## config.mk

```make
export PLATFORM = sky130hd
export DESIGN_NAME = video_coefficient_vlc_decode_unit
export DESIGN_NICKNAME = d
export VERILOG_FILES = /design/src/vcvd_pkg.sv /design/src/video_coefficient_vlc_decode_unit.sv /design/src/vcvd_vlc_lookup.sv /design/src/vcvd_recon.sv
export VERILOG_INCLUDE_DIRS = /design/src /design/src/src
export SDC_FILE = /design/constraint.sdc
export NUM_CORES = 1
export LEC_CHECK = 0
export BUFFER_PORTS_ARGS = -buffer_cell sky130_fd_sc_hd__buf_2
export CORE_MARGIN = 4
export CORE_UTILIZATION = 39
export DETAILED_ROUTE_END_ITERATION = 16
export PLACE_DENSITY = 0.57
export SLEW_MARGIN = 20
export SYNTH_ARGS = -nofsm -noshare
export SYNTH_HDL_FRONTEND = slang
export SYNTH_SLANG_ARGS = --single-unit
```

## constraint.sdc

```tcl
create_clock -name clk -period 13.53 [get_ports clk]
set_input_delay 2.706 -clock clk [delete_from_list [all_inputs] [get_ports clk]]
set_output_delay 2.706 -clock clk [all_outputs]
set_load 0.01 [all_outputs]
```

## src/video_coefficient_vlc_decode_unit_assert.svh

```systemverilog
// assertion helpers for the coefficient decoder
`ifndef VIDEO_COEFFICIENT_VLC_DECODE_UNIT_ASSERT_SVH
`define VIDEO_COEFFICIENT_VLC_DECODE_UNIT_ASSERT_SVH

`ifndef SYNTH

// property checked only while out of reset
`define VCVD_ASSERT(lbl, prop, msg) \
    lbl: assert property (@(posedge clk) disable iff (!rst_n) prop) else $error(msg);

// property checked at every edge, reset included
`define VCVD_ASSERT_ALWAYS(lbl, prop, msg) \
    lbl: assert property (@(posedge clk) prop) else $error(msg);

`else

`define VCVD_ASSERT(lbl, prop, msg)

`define VCVD_ASSERT_ALWAYS(lbl, prop, msg)

`endif

`endif

```

## src/vcvd_pkg.sv

```systemverilog
`timescale 1ns / 1ps

package vcvd_pkg;

    // default window width, and the smallest supported
    localparam int WINDOW_BITS_DEF = 20;
    // bits that any single code can span
    localparam int DECODE_SPAN     = 20;

    // result packing
    localparam int OUT_FIELDS_W = 34;
    localparam int OUT_DATA_W   = ((OUT_FIELDS_W + 7) / 8) * 8;

    // intra dc and reconstruction constants
    localparam logic [7:0] DC_FORBID_ZERO = 8'h00;
    localparam logic [7:0] DC_FORBID_HALF = 8'h80;
    localparam logic [7:0] DC_MAX_CODE    = 8'hFF;
    localparam logic signed [11:0] DC_MAX_REC = 12'sd1024;
    localparam logic signed [15:0] REC_MIN    = -16'sd2048;
    localparam logic signed [15:0] REC_MAX    = 16'sd2047;

    // escape prefix 000001, left aligned in a 13-bit compare field
    localparam logic [5:0]  ESC_CODE    = 6'b000001;
    localparam logic [12:0] ESC_ALIGNED = 13'b0000010000000;
    localparam logic [4:0]  ESC_USED    = 5'd20;

    typedef enum logic [2:0] {
        ST_OK      = 3'd0,
        ST_SHORT   = 3'd1,
        ST_NOCODE  = 3'd2,
        ST_FORBID  = 3'd3,
        ST_BADCALL = 3'd4
    } status_t;

    // decoded code before reconstruction
    typedef struct packed {
        status_t            status;
        logic               is_eob;
        logic               is_escape;
        logic [5:0]         run;
        logic signed [7:0]  level;
        logic [4:0]         bits_used;
        logic               is_dc;
        logic [7:0]         dc_val;
    } dec_t;

    // table code without its sign bit
    typedef struct packed {
        logic [7:0] code;
        logic [3:0] len;
        logic [4:0] run;
        logic [3:0] lvl;
    } vlc_entry_t;

    localparam int VLC_N = 62;

    localparam vlc_entry_t VLC_TAB [VLC_N] = '{
        '{8'h04, 4'd4,  5'd0, 4'd2},  '{8'h05, 4'd5,  5'd0, 4'd3},
        '{8'h06, 4'd7,  5'd0, 4'd4},  '{8'h26, 4'd8,  5'd0, 4'd5},
        '{8'h21, 4'd8,  5'd0, 4'd6},  '{8'h0A, 4'd10, 5'd0, 4'd7},
        '{8'h1D, 4'd12, 5'd0, 4'd8},  '{8'h18, 4'd12, 5'd0, 4'd9},
        '{8'h13, 4'd12, 5'd0, 4'd10}, '{8'h10, 4'd12, 5'd0, 4'd11},
        '{8'h1A, 4'd13, 5'd0, 4'd12}, '{8'h19, 4'd13, 5'd0, 4'd13},
        '{8'h18, 4'd13, 5'd0, 4'd14}, '{8'h17, 4'd13, 5'd0, 4'd15},
        '{8'h03, 4'd3,  5'd1, 4'd1},  '{8'h06, 4'd6,  5'd1, 4'd2},
        '{8'h25, 4'd8,  5'd1, 4'd3},  '{8'h0C, 4'd10, 5'd1, 4'd4},
        '{8'h1B, 4'd12, 5'd1, 4'd5},  '{8'h16, 4'd13, 5'd1, 4'd6},
        '{8'h15, 4'd13, 5'd1, 4'd7},
        '{8'h05, 4'd4,  5'd2, 4'd1},  '{8'h04, 4'd7,  5'd2, 4'd2},
        '{8'h0B, 4'd10, 5'd2, 4'd3},  '{8'h14, 4'd12, 5'd2, 4'd4},
        '{8'h14, 4'd13, 5'd2, 4'd5},
        '{8'h07, 4'd5,  5'd3, 4'd1},  '{8'h24, 4'd8,  5'd3, 4'd2},
        '{8'h1C, 4'd12, 5'd3, 4'd3},  '{8'h13, 4'd13, 5'd3, 4'd4},
        '{8'h06, 4'd5,  5'd4, 4'd1},  '{8'h0F, 4'd10, 5'd4, 4'd2},
        '{8'h12, 4'd12, 5'd4, 4'd3},
        '{8'h07, 4'd6,  5'd5, 4'd1},  '{8'h09, 4'd10, 5'd5, 4'd2},
        '{8'h12, 4'd13, 5'd5, 4'd3},
        '{8'h05, 4'd6,  5'd6, 4'd1},  '{8'h1E, 4'd12, 5'd6, 4'd2},
        '{8'h04, 4'd6,  5'd7, 4'd1},  '{8'h15, 4'd12, 5'd7, 4'd2},
        '{8'h07, 4'd7,  5'd8, 4'd1},  '{8'h11, 4'd12, 5'd8, 4'd2},
        '{8'h05, 4'd7,  5'd9, 4'd1},  '{8'h11, 4'd13, 5'd9, 4'd2},
        '{8'h27, 4'd8,  5'd10, 4'd1}, '{8'h10, 4'd13, 5'd10, 4'd2},
        '{8'h23, 4'd8,  5'd11, 4'd1}, '{8'h22, 4'd8,  5'd12, 4'd1},
        '{8'h20, 4'd8,  5'd13, 4'd1},
        '{8'h0E, 4'd10, 5'd14, 4'd1}, '{8'h0D, 4'd10, 5'd15, 4'd1},
        '{8'h08, 4'd10, 5'd16, 4'd1},
        '{8'h1F, 4'd12, 5'd17, 4'd1}, '{8'h1A, 4'd12, 5'd18, 4'd1},
        '{8'h19, 4'd12, 5'd19, 4'd1}, '{8'h17, 4'd12, 5'd20, 4'd1},
        '{8'h16, 4'd12, 5'd21, 4'd1},
        '{8'h1F, 4'd13, 5'd22, 4'd1}, '{8'h1E, 4'd13, 5'd23, 4'd1},
        '{8'h1D, 4'd13, 5'd24, 4'd1}, '{8'h1C, 4'd13, 5'd25, 4'd1},
        '{8'h1B, 4'd13, 5'd26, 4'd1}
    };

endpackage

```

## src/video_coefficient_vlc_decode_unit.sv

```systemverilog
`timescale 1ns / 1ps

// Coefficient decoder for the transform-coefficient stream of a block.
// Input channel s_axis_*: one item is a left-aligned window of upcoming
// bits, the count of valid bits, the quantizer (tdata) and the first-
// coefficient and intra-dc flags (tuser). Output channel m_axis_*: one
// result per item with status, run, level, reconstructed value and bits
// consumed (tdata) and the eob and escape flags (tuser).
// An item lands in the input register; the table decode and the
// reconstruction multiply sit between it and the result
// register. Throughput is one item per cycle; the result register and the
// input register advance together, so a new item is taken while a result
// waits as long as the result can move on.
// When m_axis_tready is low the result holds, the input register fills,
// and s_axis_tready drops only once both stages hold an item.
// Reset clears both valid flags; the data registers are not reset.
module video_coefficient_vlc_decode_unit import vcvd_pkg::*;
#(
    parameter  int WINDOW_BITS = WINDOW_BITS_DEF,
    localparam int VALID_W     = $clog2(WINDOW_BITS + 1),
    localparam int IN_DATA_W   = ((WINDOW_BITS + VALID_W + 5 + 7) / 8) * 8
)
(
    input  logic                  clk,
    input  logic                  rst_n,
    input  logic                  s_axis_tvalid,
    output logic                  s_axis_tready,
    // bit_window, bits_valid, quant, zero fill
    input  logic [IN_DATA_W-1:0]  s_axis_tdata,
    // first_coeff, intra_dc
    input  logic [1:0]            s_axis_tuser,
    output logic                  m_axis_tvalid,
    input  logic                  m_axis_tready,
    // status, run, level, rec_level, bits_used, zero fill
    output logic [OUT_DATA_W-1:0] m_axis_tdata,
    // is_eob, is_escape
    output logic [1:0]            m_axis_tuser
);

    logic                   in_valid_reg;
    logic                   in_valid_next;
    logic [WINDOW_BITS-1:0] in_window_reg;
    logic [VALID_W-1:0]     in_bits_valid_reg;
    logic                   in_first_reg;
    logic                   in_dc_reg;
    logic [4:0]             in_quant_reg;

    logic                   out_valid_reg;
    logic                   out_valid_next;
    dec_t                   out_dec_reg;
    logic signed [11:0]     out_rec_reg;

    logic                   out_load;
    logic                   in_load;
    logic [4:0]             valid_clamped;
    dec_t                   dec;
    logic signed [11:0]     rec_level;

    // pipeline flow control
    assign out_load       = !out_valid_reg || m_axis_tready;
    assign s_axis_tready  = !in_valid_reg || out_load;
    assign in_load        = s_axis_tvalid && s_axis_tready;
    assign in_valid_next  = in_load ? 1'b1 : (out_load ? 1'b0 : in_valid_reg);
    assign out_valid_next = out_load ? in_valid_reg : out_valid_reg;

    always_ff @(posedge clk or negedge rst_n)
    begin
        if (!rst_n)
        begin
            in_valid_reg  <= 1'b0;
            out_valid_reg <= 1'b0;
        end
        else
        begin
            in_valid_reg  <= in_valid_next;
            out_valid_reg <= out_valid_next;
        end
    end

    // input register
    always_ff @(posedge clk)
    begin
        if (in_load)
        begin
            in_window_reg     <= s_axis_tdata[WINDOW_BITS-1:0];
            in_bits_valid_reg <= s_axis_tdata[WINDOW_BITS +: VALID_W];
            in_quant_reg      <= s_axis_tdata[WINDOW_BITS + VALID_W +: 5];
            in_first_reg      <= s_axis_tuser[0];
            in_dc_reg         <= s_axis_tuser[1];
        end
    end

    // counts past the longest code all behave alike
    assign valid_clamped = (in_bits_valid_reg > VALID_W'(DECODE_SPAN))
                           ? 5'(DECODE_SPAN) : 5'(in_bits_valid_reg);

    vcvd_vlc_lookup u_lookup
    (
        .win         (in_window_reg[WINDOW_BITS-1 -: DECODE_SPAN]),
        .valid       (valid_clamped),
        .first_coeff (in_first_reg),
        .intra_dc    (in_dc_reg),
        .quant       (in_quant_reg),
        .dec         (dec)
    );

    vcvd_recon u_recon
    (
        .dec       (dec),
        .quant     (in_quant_reg),
        .rec_level (rec_level)
    );

    // result register
    always_ff @(posedge clk)
    begin
        if (out_load && in_valid_reg)
        begin
            out_dec_reg <= dec;
            out_rec_reg <= rec_level;
        end
    end

    assign m_axis_tvalid = out_valid_reg;
    assign m_axis_tdata  = {(OUT_DATA_W - OUT_FIELDS_W)'(0),
                            out_dec_reg.bits_used,
                            out_rec_reg,
                            out_dec_reg.level,
                            out_dec_reg.run,
                            out_dec_reg.status};
    assign m_axis_tuser  = {out_dec_reg.is_escape, out_dec_reg.is_eob};

    // checks
    `include "video_coefficient_vlc_decode_unit_assert.svh"

    `VCVD_ASSERT_ALWAYS(a_idle_in_reset, !rst_n |-> !m_axis_tvalid && s_axis_tready, "pipeline not empty in reset")
    `VCVD_ASSERT(a_advance, in_valid_reg && out_load |=> m_axis_tvalid, "decoded item lost between stages")
    `VCVD_ASSERT(a_err_zero, m_axis_tvalid && out_dec_reg.status != ST_OK |-> out_dec_reg.bits_used == 5'd0 && out_rec_reg == 12'sd0 && !out_dec_reg.is_eob, "error result carries data")
    `VCVD_ASSERT(a_ok_used, m_axis_tvalid && out_dec_reg.status == ST_OK |-> out_dec_reg.bits_used != 5'd0, "ok result consumed no bits")
    `VCVD_ASSERT(a_eob_shape, m_axis_tvalid && out_dec_reg.is_eob |-> out_dec_reg.bits_used == 5'd2 && out_rec_reg == 12'sd0 && !out_dec_reg.is_escape, "malformed eob result")

endmodule

```

## src/vcvd_vlc_lookup.sv

```systemverilog
`timescale 1ns / 1ps

module vcvd_vlc_lookup import vcvd_pkg::*;
(
    input  logic [DECODE_SPAN-1:0] win,
    input  logic [4:0]             valid,
    input  logic                   first_coeff,
    input  logic                   intra_dc,
    input  logic [4:0]             quant,
    output dec_t                   dec
);

    always_comb
    begin
        logic [12:0] top13;
        logic [13:0] top14;
        logic [12:0] aligned;
        logic [12:0] mask;
        logic [3:0]  m;
        logic [7:0]  lvl8;
        logic        found;
        logic        agree;

        top13   = win[DECODE_SPAN-1 -: 13];
        top14   = win[DECODE_SPAN-1 -: 14];
        aligned = '0;
        mask    = '0;
        m       = '0;
        lvl8    = '0;
        found   = 1'b0;
        agree   = 1'b0;
        dec     = '0;

        if (intra_dc)
        begin
            // fixed 8-bit dc code, only legal as first coefficient with no quantizer
            if (!first_coeff || quant != 5'd0)
                dec.status = ST_BADCALL;
            else if (valid < 5'd8)
                dec.status = ST_SHORT;
            else if (win[DECODE_SPAN-1 -: 8] == DC_FORBID_ZERO ||
                     win[DECODE_SPAN-1 -: 8] == DC_FORBID_HALF)
                dec.status = ST_FORBID;
            else
            begin
                dec.is_dc     = 1'b1;
                dec.dc_val    = win[DECODE_SPAN-1 -: 8];
                dec.bits_used = 5'd8;
            end
        end
        else if (quant == 5'd0)
            dec.status = ST_BADCALL;
        else if (valid == 5'd0)
            dec.status = ST_SHORT;
        else if (top13[12])
        begin
            // codes starting with 1: first-coefficient 1s, eob 10, or 11s
            if (valid < 5'd2)
                dec.status = ST_SHORT;
            else if (first_coeff)
            begin
                dec.level     = top13[11] ? -8'sd1 : 8'sd1;
                dec.bits_used = 5'd2;
            end
            else if (!top13[11])
            begin
                dec.is_eob    = 1'b1;
                dec.bits_used = 5'd2;
            end
            else if (valid < 5'd3)
                dec.status = ST_SHORT;
            else
            begin
                dec.level     = top13[10] ? -8'sd1 : 8'sd1;
                dec.bits_used = 5'd3;
            end
        end
        else
        begin
            // full table match including the sign bit
            for (int i = 0; i < VLC_N; i++)
            begin
                aligned = 13'(VLC_TAB[i].code) << (4'd13 - VLC_TAB[i].len);
                mask    = ~(13'h1FFF >> VLC_TAB[i].len);
                if (!found && valid >= ({1'b0, VLC_TAB[i].len} + 5'd1) &&
                    ((top13 ^ aligned) & mask) == 13'd0)
                begin
                    found         = 1'b1;
                    lvl8          = {4'd0, VLC_TAB[i].lvl};
                    dec.run       = {1'b0, VLC_TAB[i].run};
                    dec.level     = top14[4'd13 - VLC_TAB[i].len] ? (8'd0 - lvl8) : lvl8;
                    dec.bits_used = {1'b0, VLC_TAB[i].len} + 5'd1;
                end
            end

            if (!found)
            begin
                if (valid >= 5'd6 && top13[12:7] == ESC_CODE)
                begin
                    // escape: 6-bit run then 8-bit level
                    if (valid < ESC_USED)
                        dec.status = ST_SHORT;
                    else if (win[7:0] == DC_FORBID_ZERO || win[7:0] == DC_FORBID_HALF)
                        dec.status = ST_FORBID;
                    else
                    begin
                        dec.is_escape = 1'b1;
                        dec.run       = win[13:8];
                        dec.level     = win[7:0];
                        dec.bits_used = ESC_USED;
                    end
                end
                else
                begin
                    // short window if the valid prefix agrees with any code
                    m    = (valid < 5'd6) ? valid[3:0] : 4'd6;
                    mask = ~(13'h1FFF >> m);
                    if (((top13 ^ ESC_ALIGNED) & mask) == 13'd0)
                        agree = 1'b1;
                    for (int i = 0; i < VLC_N; i++)
                    begin
                        m       = (valid < {1'b0, VLC_TAB[i].len}) ? valid[3:0]
                                                                   : VLC_TAB[i].len;
                        aligned = 13'(VLC_TAB[i].code) << (4'd13 - VLC_TAB[i].len);
                        mask    = ~(13'h1FFF >> m);
                        if (((top13 ^ aligned) & mask) == 13'd0)
                            agree = 1'b1;
                    end
                    dec.status = agree ? ST_SHORT : ST_NOCODE;
                end
            end
        end
    end

endmodule

```

## src/vcvd_recon.sv

```systemverilog
`timescale 1ns / 1ps

module vcvd_recon import vcvd_pkg::*;
(
    input  dec_t               dec,
    input  logic [4:0]         quant,
    output logic signed [11:0] rec_level
);

    always_comb
    begin
        logic signed [9:0]  lvl10;
        logic signed [9:0]  odd_t;
        logic signed [5:0]  q_s;
        logic signed [15:0] prod;
        logic signed [11:0] clipped;
        logic               pos;

        lvl10 = {{2{dec.level[7]}}, dec.level};
        pos   = !dec.level[7] && (dec.level != 8'sd0);
        q_s   = $signed({1'b0, quant});

        // q * (2L +/- 1), pulled toward zero by one for even q
        odd_t = pos ? ((lvl10 <<< 1) + 10'sd1) : ((lvl10 <<< 1) - 10'sd1);
        prod  = 16'(q_s) * 16'(odd_t);
        if (!quant[0])
            prod = pos ? (prod - 16'sd1) : (prod + 16'sd1);

        // clip to the 12-bit coefficient range
        if (prod < REC_MIN)
            clipped = REC_MIN[11:0];
        else if (prod > REC_MAX)
            clipped = REC_MAX[11:0];
        else
            clipped = prod[11:0];

        if (dec.status != ST_OK || dec.is_eob)
            rec_level = 12'sd0;
        else if (dec.is_dc)
            rec_level = (dec.dc_val == DC_MAX_CODE) ? DC_MAX_REC
                                                    : $signed({1'b0, dec.dc_val, 3'b000});
        else
            rec_level = clipped;
    end

endmodule
```

# Word-level counts from Yosys, hierarchy flattened
# Index checks and enable logic that the tools add are counted.
[word_totals]
ff_bits = 70
inputBits = 38
out_inout_bits = 44
word_cells = 1064
[op_classes]
n_addsub = 4
mul = 1
n_lt_le_gt_ge = 23
n_eq_ne = 4
shifts = 9
n_mux = 540
bitwise = 136
n_reduce_logical = 333
[ops]
columns = ["op", "count"]
rows = [
  ["$logic_not A13 Y1", 125],
  ["$and A13 B13 Y13", 63],
  ["$mux W1", 386],
  ["$mux W8", 43],
  ["$mux W13", 21],
  ["$mux W16", 13],
  ["$mux W18", 11],
  ["$mux W17", 11],
  ["$mux W15", 9],
  ["$logic_and A1 B1 Y1", 127],
  ["$not A13 Y13", 9],
  ["$shr A13 B4 Y13 const A", 9],
  ["$mux W14", 7],
  ["$mux W20", 4],
  ["$logic_not A1 Y1", 65],
  ["$not A3 Y3", 21],
  ["$not A2 Y2", 22],
  ["$mux W21", 2],
  ["$mux W4", 10],
  ["$not A4 Y4", 10],
  ["$mux W12", 3],
  ["$mux W3", 10],
  ["$ge A5 B4 Y1 const B", 5],
  ["$eq A8 B8 Y1 const B", 3],
  ["other kinds (31)", 61],
]

# Longest topological paths before layout
[logic_depth]
ltp_word = 513
mapped_depth = 45
mapped_depth_nobuf = 42

# By module
# Synthesis repeated with hierarchy kept, for this count alone.
[unflattened]
hier_cells = 1105
hier_area_um2 = 9037.4
[by_module_without_submodules]
columns = ["mod", "n_inst", "cells_per_inst", "area_each_um2", "seq_area_each_um2"]
rows = [
  ["vcvd_vlc_lookup", 1, 632, 3736.1, 0.0],
  ["vcvd_recon", 1, 384, 3071.7, 0.0],
  ["video_coefficient_vlc_decode_unit", 1, 89, 2229.6, 2092.0],
]

# Worst setup path before layout
# OpenSTA, ideal clock, no wires.
[synth_path]
path_type = "reg2reg"
start = "register in_window_reg[18]"
end = "register out_rec_reg[6], data pin"
setup_time_ns = 0.258
arrival_time_ns = 9.160
required_ns = 13.272
slack_ns = 4.112
path_stages_with_launch = 37
path_buffers = 3
synth_period_minus_slack_ns = 9.418
path_cell_list = "edfxtp_1 buf_6 or4_4 buf_6 or4_1 buf_2 or3_4 a41oi_2 a2111oi_2 or3_4 a221o_1 a32oi_4 nand2b_4 nor2_1 xor2_1 and2_1 fa_1 inv_1 fa_1 fa_1 inv_1 ha_1 a21o_1 a21oi_1 xnor2_1 ha_1 and2_1 o21ai_0 o31ai_1 o41ai_1 o21ai_0 o21ai_0 nor3b_1 mux2i_4 mux2i_4 a211oi_1 o21ai_2"
[synth_rtl]
columns = ["element", "line_no", "rtl"]
rows = [
  ["from (decl)", "video_coefficient_vlc_decode_unit.sv:42", "logic [WINDOW_BITS-1:0] in_window_reg;"],
  ["from (signal assigned)", "video_coefficient_vlc_decode_unit.sv:85", "in_window_reg <= s_axis_tdata[WINDOW_BITS-1:0];"],
  ["to (signal assigned)", "video_coefficient_vlc_decode_unit.sv:120", "out_rec_reg <= rec_level;"],
  ["to (decl)", "video_coefficient_vlc_decode_unit.sv:51", "logic signed [11:0] out_rec_reg;"],
]

==> impl_metrics.env <==
export IMPL_outcome="completed"
export IMPL_syn_area_sq_mm=0.00876
export IMPL_io_pins=82
export IMPL_routedWlPerCell_microns=25.2
export IMPL_grt_pass1_vias=8664
export IMPL_areaGrowthSynthToFinish_pct=10.5
export IMPL_finalSetupViolations=0
export IMPL_post_cts_buffers=0
export IMPL_power_density_mw_per_mm2=191
export IMPL_gr_total_overflow=0
export IMPL_yosysSeqAreaShare_pct=23.9
export IMPL_skew_ns=0.00896
export IMPL_ys_ff_latch=70
export IMPL_use_met2_pct=40.5
export IMPL_portBuffers=73
export IMPL_drive_gt1_share_pct=14.9
export IMPL_crit_path_start="in_window_reg[18]"
export IMPL_drt_iter0_drc=868
export IMPL_period_share_pct=88.7
export IMPL_register_area_sq_mm=0.00209
export IMPL_max_stage_delay_ns=0.81
export IMPL_die_x_microns=158
export IMPL_reg2reg_from="in_window_reg[18]"
export IMPL_cts_resized=0
export IMPL_synthCells=1082
export IMPL_dieArea_sq_mm=0.0249
export IMPL_ff2ff_path_depth=35
export IMPL_drv_cap=0
export IMPL_grtUsageMet3_pct=5.63
export IMPL_nets=1244
export IMPL_multi_input_comb_area_sq_mm=0.00607
export IMPL_antenna_found_initial=0
export IMPL_cts_tree="done"
export IMPL_rsz0062_at_grt="no"
export IMPL_grt_max_degree=38
export IMPL_peakVddDrop_mv=0.158
export IMPL_clock_path_buffers=2
export IMPL_cp_end_kind="register"
export IMPL_antennaDiodeCount=0
export IMPL_num_rows=54
export IMPL_async_flop_share_pct=2.86
export IMPL_synth_area_per_cell_sq_um=8.09
export IMPL_coreArea_sq_mm=0.0220
export IMPL_start_util_pct=39.9
export IMPL_arrival_ns=12.09
export IMPL_use_met1_pct=43.1
export IMPL_cp_slowest_cell="nor3_1"
export IMPL_cts_buffers_inserted=9
export IMPL_clkTransAtPathRegs_ns=0.07
export IMPL_ys_flop_type="edfxtp_1"
export IMPL_fmax_ghz=0.0833
export IMPL_worst_pin_slew_ns=1.11
export IMPL_vias=9089
export IMPL_fin_util_pct=44.1
export IMPL_drtAntennaViolNets=0
export IMPL_cts_root_buffer="clkbuf_16"
export IMPL_slew_viol_final=0
export IMPL_clkLatencyLatePin_ns=0.35
export IMPL_gp_congestion=1.01
export IMPL_finalHoldViolations=0
export IMPL_drt_pass1_iterations=6
export IMPL_gr_max_usage_layer="met1"
export IMPL_tns_ns=0
export IMPL_worstReg2RegEnd="out_rec_reg[5]"
export IMPL_grt_pass1_wl_microns=54500
export IMPL_slew_headroom_pct=24.0
export IMPL_cp_max_fo=18
export IMPL_wirelength_microns=35600
export IMPL_critPathCapture="out_rec_reg[5]"
export IMPL_fillers=2206
export IMPL_cts_sinks=70
export IMPL_via_per_inst=6.42
export IMPL_yosysUniqueCellTypes=96
export IMPL_hpwl_microns=27400
export IMPL_drc=0
export IMPL_die_y_microns=158
export IMPL_cp_start_kind="register"
export IMPL_p_leak_nw=3.89
export IMPL_r2r_slack_ns=1.53
export IMPL_layout_min_cycle_time_ns=12.00
export IMPL_yosys_warnings=0
export IMPL_grt_use_total_pct=28.8
export IMPL_synth_edf_count=68
export IMPL_cp_required_ns=13.62
export IMPL_hp_class="reg2reg"
export IMPL_holdBufCountCts=0
export IMPL_holdWs_ns=0.506
export IMPL_largest_register_ffs=22
export IMPL_critPathKind="reg2reg"
export IMPL_htree_levels=3
-- through the flow --
stage | setup WS (ns) | power, mW | cell area [sq um] | instances
2_1_floorplan | 4.11 | 1.35 | 8780 | 1087
3_3_place_gp | 1.71 | 1.59 | 9400 | 1399
3_5_place_dp | 1.79 | 1.61 | 9400 | 1399
4_1_cts | 1.67 | 1.85 | 9670 | 1415
5_1_grt | 0.788 | 2.04 | 9670 | 1415
6_report | 1.53 | 1.85 | 9670 | 1415
-- cell usage after synthesis (all sizes together) (6+ instances only) --
library cell	count	area [sq um]
a211oi	24	190
a21o	9	67.6
a21oi	54	270
a31o	6	52.6
a31oi	18	119
a32oi	7	80.1
and2	36	225
and3	16	100
and4	7	61.3
buf	15	105
clkbuf	55	206
edfxtp	68	2040
fa	31	621
ha	45	563
inv	81	304
mux2i	7	95.1
nand2	98	368
nand2b	18	120
nand3	38	190
nand4	22	138
nor2	92	345
nor2b	13	81.3
nor3	41	205
nor3b	10	75.1
nor4	22	144
o2111ai	7	61.3
o211ai	15	113
o21ai	60	330
o22ai	10	62.6
o31ai	6	45.0
o32ai	6	60.1
or2	8	50.1
or3	11	78.8
or4	6	48.8
xnor2	18	158
xor2	12	113
-- worst max-delay path, delay by kind of cell (launching register included) --
kind / cells / cell delay, ns
compound gates: 13 / 3.83
simple gates: 7 / 2.96
fa+ha+maj: 6 / 2.48
buf+inv: 5 / 0.70
flops: 1 / 0.70
mux: 2 / 0.65
xor+xnor: 2 / 0.38
-- report_power, final --
| group | internal [mW] | switching (mW) | leakage [nW] | total, mW |
|---|---|---|---|---|
| clock | 0.125 | 0.106 | 0.136 | 0.231 |
| combinational | 0.530 | 0.762 | 3.07 | 1.29 |
| sequential | 0.302 | 0.0204 | 0.687 | 0.323 |
-- cells in the final DEF, fill, tap and decap left out, types with 8 or more instances in the layout --
| master | synthesis | layout |
|---|---|---|
| a211oi_1 | 22 | 22 |
| a21o_1 | 9 | 9 |
| a21oi_1 | 54 | 54 |
| a31oi_1 | 17 | 17 |
| and2_1 | 35 | 33 |
| and3_1 | 16 | 16 |
| buf_2 | 3 | 73 |
| buf_4 | 6 | 29 |
| clkbuf_16 | 0 | 9 |
| edfxtp_1 | 68 | 68 |
| fa_1 | 31 | 31 |
| ha_1 | 45 | 45 |
| inv_1 | 80 | 80 |
| nand2_1 | 98 | 98 |
| nand2b_1 | 17 | 17 |
| nand3_1 | 38 | 38 |
| nand4_1 | 22 | 22 |
| nor2_1 | 92 | 92 |
| nor2b_1 | 13 | 13 |
| nor3_1 | 41 | 41 |
| nor3b_1 | 10 | 10 |
| nor4_1 | 21 | 21 |
| o211ai_1 | 15 | 15 |
| o21ai_0 | 49 | 49 |
| o21ai_2 | 8 | 8 |
| o22ai_1 | 10 | 10 |
| or2_2 | 8 | 8 |
| or3_1 | 9 | 9 |
| xnor2_1 | 18 | 18 |
| xor2_1 | 11 | 11 |
-- cell families (layout without fill, tap and decap cells) --
group | after synthesis | count (layout) | share of synthesized area, %
AOI/OAI and AO/OA | 284 | 284 | 23.1
other | 1 | 6 | 0.0428
buffers and inverters | 151 | 199 | 7.03
adders and majority gates | 76 | 76 | 13.5
muxes | 8 | 8 | 1.21
and+or+nand+nor | 462 | 462 | 28.1
DFF | 70 | 70 | 23.9
xor gates and xnor gates | 30 | 30 | 3.09
-- layer usage --
| metal | wire length (microns) | vias to the layer above |
|---|---|---|
| met2 | 14400 | 545 |
| met1 | 16400 | 4326 |
| met3 | 3290 | 102 |
| li1 | - | 4116 |
| met4 | 1520 | 0 |
| met5 | 0 | - |
-- worst min-delay path by stage --
stage | from | end | slack, ns | depth (start not counted)
6_report | in_valid_reg | m_axis_tvalid | 0.51 | 1
3_5_place_dp | in_valid_reg | m_axis_tvalid | 0.49 | 1
4_1_cts | in_valid_reg | m_axis_tvalid | 0.51 | 1
5_1_grt | in_valid_reg | m_axis_tvalid | 0.53 | 1
2_1_floorplan | in_valid_reg | m_axis_tvalid | 0.45 | 1
3_3_place_gp | in_valid_reg | m_axis_tvalid | 0.48 | 1
-- area by class of cell --
class                           instances  area share [%]
Multi-Input combinational cell        866            62.8
Clock inverter                          7           0.504
Inverter                               81            3.14
Clock buffer                            9            2.33
Timing Repair Buffer                  102            6.03
Tap cell                              280            3.62
Sequential cell                        70            21.6
Power figures use the tool's default switching activity.
